## src/rtl/upa_pkg.sv

```systemverilog
// Shared types, register indexes and constants of the ultrasonic proximity alarm.
package upa_pkg;

   // Input item kinds carried in tuser
   typedef enum logic [1:0] {
      OP_REFRESH = 2'd0,
      OP_ECHO    = 2'd1,
      OP_BUTTON  = 2'd2
   } op_type;

   // Configuration register indexes
   localparam int CsrAddrWidth = 2;
   localparam int CsrDataWidth = 16;
   localparam logic [CsrAddrWidth-1:0] CSR_DEBOUNCE  = 2'd0;
   localparam logic [CsrAddrWidth-1:0] CSR_THR_STEP  = 2'd1;
   localparam logic [CsrAddrWidth-1:0] CSR_THR_MIN   = 2'd2;
   localparam logic [CsrAddrWidth-1:0] CSR_THR_MAX   = 2'd3;

   // Configuration reset values
   localparam logic [15:0] DEBOUNCE_RESET = 16'd150;
   localparam logic [7:0]  THR_STEP_RESET = 8'd5;
   localparam logic [7:0]  THR_MIN_RESET  = 8'd5;
   localparam logic [7:0]  THR_MAX_RESET  = 8'd200;

   // Payload widths
   localparam int PulseWidth = 21;
   localparam int DistWidth  = 10;
   localparam int ThrWidth   = 8;
   localparam int ReqDataWidth = 32;
   localparam int RspDataWidth = 32;

   // One input item, unpacked
   typedef struct packed {
      logic [1:0]            op;
      logic [PulseWidth-1:0] pulse_ticks;
      logic                  press_mode;
      logic                  press_up;
      logic                  press_down;
      logic                  press_buzz;
   } item_type;

   // Configuration register contents
   typedef struct packed {
      logic [15:0]         debounce_ticks;
      logic [ThrWidth-1:0] threshold_step;
      logic [ThrWidth-1:0] threshold_min;
      logic [ThrWidth-1:0] threshold_max;
   } cfg_type;

endpackage

```

## src/rtl/upa_csr.sv

```systemverilog
// Configuration register file: debounce interval and threshold step and limits.
module upa_csr import upa_pkg::*; (
   input  logic                    clock,
   input  logic                    reset,
   input  logic                    csr_we,
   input  logic [CsrAddrWidth-1:0] csr_addr,
   input  logic [CsrDataWidth-1:0] csr_wdata,
   output cfg_type                 cfg
);

   cfg_type cfg_ff;

   // Write one register per enabled cycle
   always_ff @(posedge clock) begin
      if (reset) begin
         cfg_ff.debounce_ticks <= DEBOUNCE_RESET;
         cfg_ff.threshold_step <= THR_STEP_RESET;
         cfg_ff.threshold_min  <= THR_MIN_RESET;
         cfg_ff.threshold_max  <= THR_MAX_RESET;
      end else if (csr_we) begin
         unique case (csr_addr)
            CSR_DEBOUNCE: cfg_ff.debounce_ticks <= csr_wdata;
            CSR_THR_STEP: cfg_ff.threshold_step <= csr_wdata[ThrWidth-1:0];
            CSR_THR_MIN:  cfg_ff.threshold_min  <= csr_wdata[ThrWidth-1:0];
            CSR_THR_MAX:  cfg_ff.threshold_max  <= csr_wdata[ThrWidth-1:0];
         endcase
      end
   end

   assign cfg = cfg_ff;

endmodule

```

## src/rtl/upa_in_stage.sv

```systemverilog
// Input register: unpacks and holds one request transaction for the core.
module upa_in_stage import upa_pkg::*; (
   input  logic                    clock,
   input  logic                    reset,
   input  logic                    req_tvalid,
   output logic                    req_tready,
   input  logic [ReqDataWidth-1:0] req_tdata,
   input  logic [1:0]              req_tuser,
   input  logic                    advance,
   output logic                    in_valid,
   output item_type                in_item
);

   logic     in_valid_ff;
   item_type item_ff;
   item_type item_in;
   logic     accept;

   // Take a new transaction when empty or when the held one moves on
   assign req_tready = !in_valid_ff || advance;
   assign accept     = req_tvalid && req_tready;

   // Unpack the transaction fields
   always_comb begin
      item_in.op          = req_tuser;
      item_in.pulse_ticks = req_tdata[PulseWidth-1:0];
      item_in.press_mode  = req_tdata[PulseWidth];
      item_in.press_up    = req_tdata[PulseWidth+1];
      item_in.press_down  = req_tdata[PulseWidth+2];
      item_in.press_buzz  = req_tdata[PulseWidth+3];
   end

   // Valid flag
   always_ff @(posedge clock) begin
      if (reset) begin
         in_valid_ff <= 1'b0;
      end else if (accept) begin
         in_valid_ff <= 1'b1;
      end else if (advance) begin
         in_valid_ff <= 1'b0;
      end
   end

   // Payload
   always_ff @(posedge clock) begin
      if (accept) begin
         item_ff <= item_in;
      end
   end

   assign in_valid = in_valid_ff;
   assign in_item  = item_ff;

endmodule

```

## src/rtl/upa_core.sv

```systemverilog
// Alarm core: one item per cycle unless stalled; the state registers form the result.
module upa_core import upa_pkg::*; (
   input  logic                    clock,
   input  logic                    reset,
   input  cfg_type                 cfg,
   input  logic                    in_valid,
   input  item_type                in_item,
   output logic                    advance,
   output logic                    rsp_tvalid,
   input  logic                    rsp_tready,
   output logic [RspDataWidth-1:0] rsp_tdata
);

   localparam int EchoShift = 33;
   localparam logic [21:0] ECHO_RECIP = 22'd2962047;   // ceil(2^33 / 2900)
   localparam logic [9:0]  DIV3_RECIP = 10'd342;       // ceil(2^10 / 3)
   localparam logic [DistWidth-1:0] FAR_LIMIT = 10'd250;
   localparam logic [8:0]  PERIOD_FAR  = 9'd300;
   localparam logic [8:0]  PERIOD_MID  = 9'd160;
   localparam logic [8:0]  PERIOD_NEAR = 9'd80;
   localparam logic [8:0]  TONE_ON     = 9'd80;
   localparam logic [13:0] SHOW_MAX    = 14'd9999;
   localparam logic [ThrWidth-1:0] THR_RESET = 8'd20;

   localparam logic [6:0] SEG_TABLE [10] = '{
      7'h3F, 7'h06, 7'h5B, 7'h4F, 7'h66, 7'h6D, 7'h7D, 7'h07, 7'h7F, 7'h6F
   };

   // floor(y / 3) for y below 512
   function automatic logic [ThrWidth-1:0] div3(input logic [8:0] y);
      logic [18:0] prod;
      prod = 19'(y) * 19'(DIV3_RECIP);
      return prod[17:10];
   endfunction

   // Decimal digit at position pos (0 = thousands) of v, v at most 9999
   function automatic logic [3:0] dec_digit(input logic [13:0] v, input logic [1:0] pos);
      logic [3:0]  d_th, d_hu, d_te;
      logic [13:0] r_th, r_hu, r_te;
      logic [3:0]  dig;
      d_th = 4'd0;
      r_th = v;
      for (int k = 1; k < 10; k++) begin
         if (v >= 14'(k * 1000)) begin
            d_th = 4'(k);
            r_th = v - 14'(k * 1000);
         end
      end
      d_hu = 4'd0;
      r_hu = r_th;
      for (int k = 1; k < 10; k++) begin
         if (r_th >= 14'(k * 100)) begin
            d_hu = 4'(k);
            r_hu = r_th - 14'(k * 100);
         end
      end
      d_te = 4'd0;
      r_te = r_hu;
      for (int k = 1; k < 10; k++) begin
         if (r_hu >= 14'(k * 10)) begin
            d_te = 4'(k);
            r_te = r_hu - 14'(k * 10);
         end
      end
      unique case (pos)
         2'd0: dig = d_th;
         2'd1: dig = d_hu;
         2'd2: dig = d_te;
         2'd3: dig = r_te[3:0];
      endcase
      return dig;
   endfunction

   logic                 out_valid_ff;
   logic [31:0]          tick_ff, tick_in;
   logic [31:0]          last_press_ff, last_press_in;
   logic [ThrWidth-1:0]  thr_ff, thr_in;
   logic                 mode_ff, mode_in;
   logic                 sound_ff, sound_in;
   logic [DistWidth-1:0] dist_ff, dist_in;
   logic [1:0]           scan_ff, scan_in;
   logic [8:0]           phase_ff, phase_in;
   logic                 tone_ff, tone_in;
   logic [6:0]           seg_ff, seg_in;
   logic [1:0]           digit_ff, digit_in;
   logic                 pin_ff, pin_in;

   logic [42:0]          echo_prod;
   logic [13:0]          show_val;
   logic [ThrWidth-1:0]  thr_two_thirds, thr_third;
   logic                 silent;
   logic [8:0]           period;
   logic [8:0]           phase_inc;
   logic                 any_press;
   logic [31:0]          elapsed;
   logic [ThrWidth:0]    thr_up_sum, thr_down_floor;
   logic [ThrWidth-1:0]  thr_after_up;

   // Move the held item into the state when the result slot frees up
   assign advance = in_valid && (!out_valid_ff || rsp_tready);

   // Echo distance by reciprocal multiply
   assign echo_prod = 43'(in_item.pulse_ticks) * 43'(ECHO_RECIP);

   // Displayed value and beep period from the current state
   always_comb begin
      show_val = mode_ff ? 14'(thr_ff) : 14'(dist_ff);
      if (show_val > SHOW_MAX) begin
         show_val = SHOW_MAX;
      end
      thr_two_thirds = div3({thr_ff, 1'b0});
      thr_third      = div3({1'b0, thr_ff});
      silent = !sound_ff || (dist_ff == '0) || (dist_ff > FAR_LIMIT)
               || (dist_ff > DistWidth'(thr_ff));
      priority if (silent) begin
         period = '0;
      end else if (dist_ff > DistWidth'(thr_two_thirds)) begin
         period = PERIOD_FAR;
      end else if (dist_ff > DistWidth'(thr_third)) begin
         period = PERIOD_MID;
      end else begin
         period = PERIOD_NEAR;
      end
      phase_inc = phase_ff + 9'd1;
   end

   // Button debounce and threshold arithmetic
   always_comb begin
      any_press = in_item.press_mode || in_item.press_up || in_item.press_down
                  || in_item.press_buzz;
      elapsed = tick_ff - last_press_ff;
      thr_up_sum = {1'b0, thr_ff} + {1'b0, cfg.threshold_step};
      thr_after_up = thr_ff;
      if (in_item.press_up) begin
         thr_after_up = (thr_up_sum <= {1'b0, cfg.threshold_max})
                        ? thr_up_sum[ThrWidth-1:0] : cfg.threshold_max;
      end
      thr_down_floor = {1'b0, cfg.threshold_min} + {1'b0, cfg.threshold_step};
   end

   // Next state for the held item
   always_comb begin
      tick_in       = tick_ff;
      last_press_in = last_press_ff;
      thr_in        = thr_ff;
      mode_in       = mode_ff;
      sound_in      = sound_ff;
      dist_in       = dist_ff;
      scan_in       = scan_ff;
      phase_in      = phase_ff;
      tone_in       = tone_ff;
      seg_in        = seg_ff;
      digit_in      = digit_ff;
      pin_in        = pin_ff;
      case (in_item.op)
         OP_REFRESH: begin
            tick_in  = tick_ff + 32'd1;
            digit_in = scan_ff;
            seg_in   = SEG_TABLE[dec_digit(show_val, scan_ff)];
            scan_in  = scan_ff + 2'd1;
            if (silent) begin
               pin_in   = 1'b0;
               phase_in = '0;
               tone_in  = 1'b0;
            end else begin
               phase_in = (phase_inc >= period) ? '0 : phase_inc;
               if (phase_in < TONE_ON) begin
                  tone_in = !tone_ff;
                  pin_in  = !tone_ff;
               end else begin
                  tone_in = 1'b0;
                  pin_in  = 1'b0;
               end
            end
         end
         OP_ECHO: begin
            dist_in = echo_prod[EchoShift +: DistWidth];
         end
         OP_BUTTON: begin
            if (any_press && (elapsed >= 32'(cfg.debounce_ticks))) begin
               last_press_in = tick_ff;
               sound_in = sound_ff ^ in_item.press_buzz;
               mode_in  = mode_ff ^ in_item.press_mode;
               if (mode_in) begin
                  thr_in = thr_after_up;
                  if (in_item.press_down) begin
                     thr_in = ({1'b0, thr_after_up} >= thr_down_floor)
                              ? thr_after_up - cfg.threshold_step : cfg.threshold_min;
                  end
               end
            end
         end
         default: begin
            // undefined kind: hold state, report current outputs
         end
      endcase
   end

   // Result valid flag
   always_ff @(posedge clock) begin
      if (reset) begin
         out_valid_ff <= 1'b0;
      end else if (advance) begin
         out_valid_ff <= 1'b1;
      end else if (rsp_tready) begin
         out_valid_ff <= 1'b0;
      end
   end

   // State registers, also the result register
   always_ff @(posedge clock) begin
      if (reset) begin
         tick_ff       <= '0;
         last_press_ff <= '0;
         thr_ff        <= THR_RESET;
         mode_ff       <= 1'b0;
         sound_ff      <= 1'b1;
         dist_ff       <= '0;
         scan_ff       <= '0;
         phase_ff      <= '0;
         tone_ff       <= 1'b0;
         seg_ff        <= '0;
         digit_ff      <= '0;
         pin_ff        <= 1'b0;
      end else if (advance) begin
         tick_ff       <= tick_in;
         last_press_ff <= last_press_in;
         thr_ff        <= thr_in;
         mode_ff       <= mode_in;
         sound_ff      <= sound_in;
         dist_ff       <= dist_in;
         scan_ff       <= scan_in;
         phase_ff      <= phase_in;
         tone_ff       <= tone_in;
         seg_ff        <= seg_in;
         digit_ff      <= digit_in;
         pin_ff        <= pin_in;
      end
   end

   assign rsp_tvalid = out_valid_ff;
   assign rsp_tdata  = {2'b00, sound_ff, mode_ff, thr_ff, dist_ff, pin_ff, seg_ff, digit_ff};

endmodule

```

## src/rtl/ultrasonic_proximity_alarm.sv

```systemverilog
// Ultrasonic proximity alarm: parking sensor display scan, buzzer tone and buttons.
//
// Request channel (req_*): one transaction per event. tuser selects the kind:
// refresh tick, echo measured or button event. tdata carries the echo width
// and the four button flags. Each request yields exactly one response.
// Response channel (rsp_*): the lit digit and its segments, the buzzer pin,
// distance, threshold, setup mode and buzzer enable after the event.
// Configuration (csr_*): register writes take effect on the next edge; write
// only while no request is in flight.
// Path: request acceptance into the input register, then into the state/result
// register, which drives the response. Throughput: one transaction per cycle
// while rsp_tready is high; the event logic between the two registers is
// combinational, with the echo distance taken by one reciprocal multiply.
// Reset: synchronous, active high; clears both stages and loads the reset
// state (threshold 20, normal mode, buzzer enabled, distance 0).
// Stall: when rsp_tready is low the response holds, one more request waits
// in the input register, and req_tready then drops until the response moves.
module ultrasonic_proximity_alarm import upa_pkg::*; (
   input  logic                    clock,
   input  logic                    reset,
   input  logic                    req_tvalid,
   output logic                    req_tready,
   // [20:0] pulse_ticks, [21] press_mode, [22] press_up, [23] press_down,
   // [24] press_buzz, [31:25] zero
   input  logic [ReqDataWidth-1:0] req_tdata,
   // [1:0] op
   input  logic [1:0]              req_tuser,
   output logic                    rsp_tvalid,
   input  logic                    rsp_tready,
   // [1:0] digit_select, [8:2] segments, [9] buzzer_level, [19:10] distance_cm,
   // [27:20] threshold_cm, [28] setup_mode, [29] alarm_enabled, [31:30] zero
   output logic [RspDataWidth-1:0] rsp_tdata,
   input  logic                    csr_we,
   input  logic [CsrAddrWidth-1:0] csr_addr,
   input  logic [CsrDataWidth-1:0] csr_wdata
);

   cfg_type  cfg;
   item_type in_item;
   logic     in_valid;
   logic     advance;

   upa_csr u_csr (
      .clock     (clock),
      .reset     (reset),
      .csr_we    (csr_we),
      .csr_addr  (csr_addr),
      .csr_wdata (csr_wdata),
      .cfg       (cfg)
   );

   upa_in_stage u_in_stage (
      .clock      (clock),
      .reset      (reset),
      .req_tvalid (req_tvalid),
      .req_tready (req_tready),
      .req_tdata  (req_tdata),
      .req_tuser  (req_tuser),
      .advance    (advance),
      .in_valid   (in_valid),
      .in_item    (in_item)
   );

   upa_core u_core (
      .clock      (clock),
      .reset      (reset),
      .cfg        (cfg),
      .in_valid   (in_valid),
      .in_item    (in_item),
      .advance    (advance),
      .rsp_tvalid (rsp_tvalid),
      .rsp_tready (rsp_tready),
      .rsp_tdata  (rsp_tdata)
   );

   // A transaction moved into the core always shows up as a response
   a_advance_gives_rsp: assert property (@(posedge clock) disable iff (reset)
      advance |=> rsp_tvalid)
      else $error("advanced transaction produced no response");

   // A held request is never dropped while the response is stalled
   a_hold_on_stall: assert property (@(posedge clock) disable iff (reset)
      in_valid && rsp_tvalid && !rsp_tready |=> in_valid)
      else $error("held request lost during response stall");

   // Both stages full and stalled: no new request may be taken
   a_no_overrun: assert property (@(posedge clock) disable iff (reset)
      in_valid && rsp_tvalid && !rsp_tready |-> !req_tready)
      else $error("request accepted while both stages are full");

endmodule
```

## config.mk

```make
export PLATFORM = sky130hd
export DESIGN_NAME = ultrasonic_proximity_alarm
export DESIGN_NICKNAME = d
export VERILOG_FILES = /design/src/rtl/upa_pkg.sv /design/src/rtl/upa_csr.sv /design/src/rtl/upa_in_stage.sv /design/src/rtl/upa_core.sv /design/src/rtl/ultrasonic_proximity_alarm.sv
export SDC_FILE = /design/constraint.sdc
export NUM_CORES = 1
export LEC_CHECK = 0
export BUFFER_PORTS_ARGS = -buffer_cell sky130_fd_sc_hd__clkbuf_2
export CAP_MARGIN = 20
export CORE_AREA = 2 2 283 285
export CTS_CLUSTER_SIZE = 12
export DETAILED_ROUTE_END_ITERATION = 7
export DIE_AREA = 0 0 285 287
export PLACE_DENSITY = 0.44
export SYNTH_ARGS = -nofsm -noshare
export SYNTH_HDL_FRONTEND = slang
export SYNTH_HIERARCHICAL = 1
export SYNTH_SLANG_ARGS = --single-unit
```

## constraint.sdc

```tcl
create_clock -name clock -period 8.36 [get_ports clock]
set_input_delay 0.418 -clock clock [delete_from_list [all_inputs] [get_ports clock]]
set_output_delay 0.418 -clock clock [all_outputs]
set_load 0.01 [all_outputs]
```

==> metrics <==
PD cells 270.3 nW/um^2; Die Y 287 um; num rows between 100 and 150; status completed; final wirelength ~66 mm; initial antenna violation count 1; final std cells w/o fill 3758; Worst Path Required around 8.7 ns; Post-synth EDFFs 27; Worst slew margin between 40% and 50%; IO Pins 91; Min Clock Period, post-route around 7.8 ns; number of I/O port buffers 81; final setup vio count 0; delay-heaviest family, CP adder cells; DRC Markers 0; Setup crit start kind register; Hold Path Class input pin to register; setup repair after global routing missed its margin false; P_leak approximately 13 nW; core area just under 80000 sq um; Seq/Total Area, Yosys ~16%; CTS tree yes; Fmax roughly 0.13 GHz; share of layout cells above drive strength 1 9.084%; most common cell after layout, fill and taps aside inv_1; maximum vdd drop 0.2169 mV; dpl cells around 3700; top cell type's share of synthesized area 21.86%; Slowest-stage cell, CP fa_1; Synth area leaders ha_1 (22%), fa_1 (16%), dfxtp_1 (13%), inv_1 (6.9%), mux2i_1 (4.5%); TritonCTS buffer count 17; crit share post-route between 90 and 100%; Detail Route Antenna Nets 0; clk_lat worst skew 0.50 ns; sum of negative setup slack 0 ns; Iter 0 DRT Violations 885; clock skew roughly 0.018 ns; Setup Buffers After CTS 0; Worst EP arrival slightly above 8 ns; Max Cap Violations 0; DRT Pass-1 Iters 5; CP max FO 7; drt via density ~4.9; Netlist cell types 117; Slew Viols, Final 0; HPWL Detailed about 54 mm; Final Hold Fails 0; Clk pin slew, worst setup/hold paths 0.08 ns; final-stage net count between 3000 and 4000; largest net degree at the start of global routing 90; endpoint class of the critical path register; # diodes 0; global-route usage over all layers between 10% and 20%; Top FF cell, synth dfxtp_1; cell count after synthesis between 2000 and 3000; clk root buf clkbuf_16; post-DR wirelength/cell about 17 um; CTS max path bufs 2; Seq cells post-synth ~170; hold_sp req_tdata[21]; syn avg cell area between 8 and 9 sq um; Initial Utilization approximately 30%; Place WS ~0.50 ns; most frequent cells in the layout inv_1 (429), ha_1 (410), fa_1 (192); vias in the first global route between 15000 and 20000; Sinks on Clock Net between 150 and 200; first-pass GRT wire length ~110 mm; DR vias approximately 18000; Slew @ Worst Pin between 0.8 and 0.9 ns; gpl congestion around 0.89; Die Area 81800 sq um; Min-Delay Endpoint u_in_stage/in_item[3]$_DFFE_PP_; Remaining Overflow, GRT 0; worst path bufs/invs 4; Worst Hold Depth 1; Synth Warn # 6; htree depth 4; cell area after synthesis between 20000 and 25000 sq um; Final Worst Setup Slack around 0.57 ns; FF-to-FF End u_core/dist_ff[8]$_SDFFE_PP0P_; r2r startpoint u_in_stage/in_item[19]$_DFFE_PP_; max incr delay on CP approximately 0.73 ns; area grow syn2layout 9.881%; CP Class register to register; cells on worst reg2reg path 26; asr flop ratio synth 0%; cell taking the most area after synthesis ha_1; reg2reg setup slack 0.57 ns; Crit path top cell by count fa_1; Die X around 290 um
==> cell families (layout without fill, tap and decap cells) <==
group,count (synthesis),count (layout),share of synthesized area (%)
simple gates,628,628,13.65
flops,174,174,16.00
compound gates,491,491,14.69
fa+ha+maj,602,602,38.24
xor+xnor,100,100,3.765
buf+inv,509,594,8.563
other cells,1,2,0.01598
mux,117,117,5.082
==> cell usage after synthesis, types with 21 or more instances <==
| library cell | number |
|---|---|
| a21oi_1 | 118 |
| inv_1 | 429 |
| nand3_1 | 56 |
| clkbuf_1 | 41 |
| o21ai_0 | 86 |
| nor3_1 | 35 |
| ha_1 | 410 |
| xor2_1 | 43 |
| nand2b_1 | 69 |
| nand2_1 | 132 |
| fa_1 | 192 |
| nor2_1 | 175 |
| nor2b_1 | 26 |
| dfxtp_1 | 147 |
| o21a_1 | 21 |
| xnor2_1 | 56 |
| edfxtp_1 | 27 |
| and3_1 | 21 |
| mux2i_1 | 106 |
| a21o_1 | 41 |
==> where the power goes <==
group          internal, W  switching (W)
Sequential        0.000879      0.0000433
Combinational      0.00226        0.00293
Clock             0.000409       0.000449
Total              0.00355        0.00342
==> how the worst max path moves through the flow <==
| stage | from | end | slack, ns | cells past startpoint |
|---|---|---|---|---|
| 4_1_cts | u_core/thr_ff[3]$_SDFFE_PP0P_ | u_core/phase_ff[3]$_SDFFE_PP0P_ | 0.48 | 43 |
| 3_3_place_gp | u_in_stage/in_item[19]$_DFFE_PP_ | u_core/dist_ff[8]$_SDFFE_PP0P_ | 0.51 | 26 |
| 3_5_place_dp | u_core/thr_ff[3]$_SDFFE_PP0P_ | u_core/phase_ff[3]$_SDFFE_PP0P_ | 0.50 | 43 |
| 2_1_floorplan | u_core/mode_ff$_SDFFE_PP0P_ | u_core/seg_ff[3]$_SDFFE_PP0P_ | 1.00 | 31 |
| 6_report | u_in_stage/in_item[19]$_DFFE_PP_ | u_core/dist_ff[8]$_SDFFE_PP0P_ | 0.57 | 26 |
| 5_1_grt | u_core/thr_ff[3]$_SDFFE_PP0P_ | u_core/phase_ff[3]$_SDFFE_PP0P_ | 0.002 | 41 |
==> state kept, by name (all words and copies together), names as in the netlist, 2 cells and up <==
register and flops:
u_core/digit_ff 2, u_core/dist_ff 10, u_core/last_press_ff 32, u_core/phase_ff 9, u_core/scan_ff 2, u_core/seg_ff 7
u_core/thr_ff 8, u_core/tick_ff 32, u_csr/cfg 40, u_in_stage/in_item 27
==> metal layers <==
| layer | GRT usage [%] | share of wire (%) |
|---|---|---|
| met5 | 0 | 0.020 |
| met4 | 3.901 | 1.5 |
| met3 | 2.167 | 3.5 |
| met2 | 27.63 | 47 |
| met1 | 22.36 | 48 |
==> metrics by stage <==
stage / util [%] / power, W / hold WS, ns / area (sq um)
global placement: 32.01 / 0.006085 / 0.4573 / 25160
floorplan: - / 0.004704 / 0.4483 / 23470
finish: 32.80 / 0.006969 / 0.09578 / 25780
global route: 32.80 / 0.007901 / 0.06127 / 25780
detailed placement: 32.02 / 0.006139 / 0.4571 / 25170
CTS: 32.79 / 0.007119 / 0.04432 / 25780
==> repair_timing <==
item	4_1_cts	5_1_grt
endpoints found under the setup margin	0	9
gates resized for setup	0	3
hold buffers	0	0
==> cell type report <==
class	instances	area, sq um
Clock buffer	17	425.4
Inverter	436	1637
Fill cell	8370	52830
Sequential cell	174	3755
Clock inverter	15	180.2
Tap cell	1050	1314
Timing Repair Buffer	126	745.7
Multi-Input combinational cell	1940	17730
==> worst register-to-register path: stages (launching register included) <==
cell      delay (ns)
edfxtp_1        0.59
fa_1            0.74
inv_1           0.12
fa_1            0.49
inv_1           0.06
fa_1            0.53
inv_1           0.05
fa_1            0.53
fa_1            0.55
inv_1           0.06
fa_1            0.50
fa_1            0.44
ha_1            0.30
a21o_1          0.16
a21oi_1         0.15
o21ai_0         0.11
nor2_1          0.13
o21ai_0         0.21
a21o_1          0.24
nand2_1         0.09
a31oi_1         0.17
a41o_1          0.33
o41ai_1         0.53
nor2b_1         0.11
or3_1           0.33
nand3_1         0.09
a21oi_1         0.06
Power figures use the tool's default switching activity.
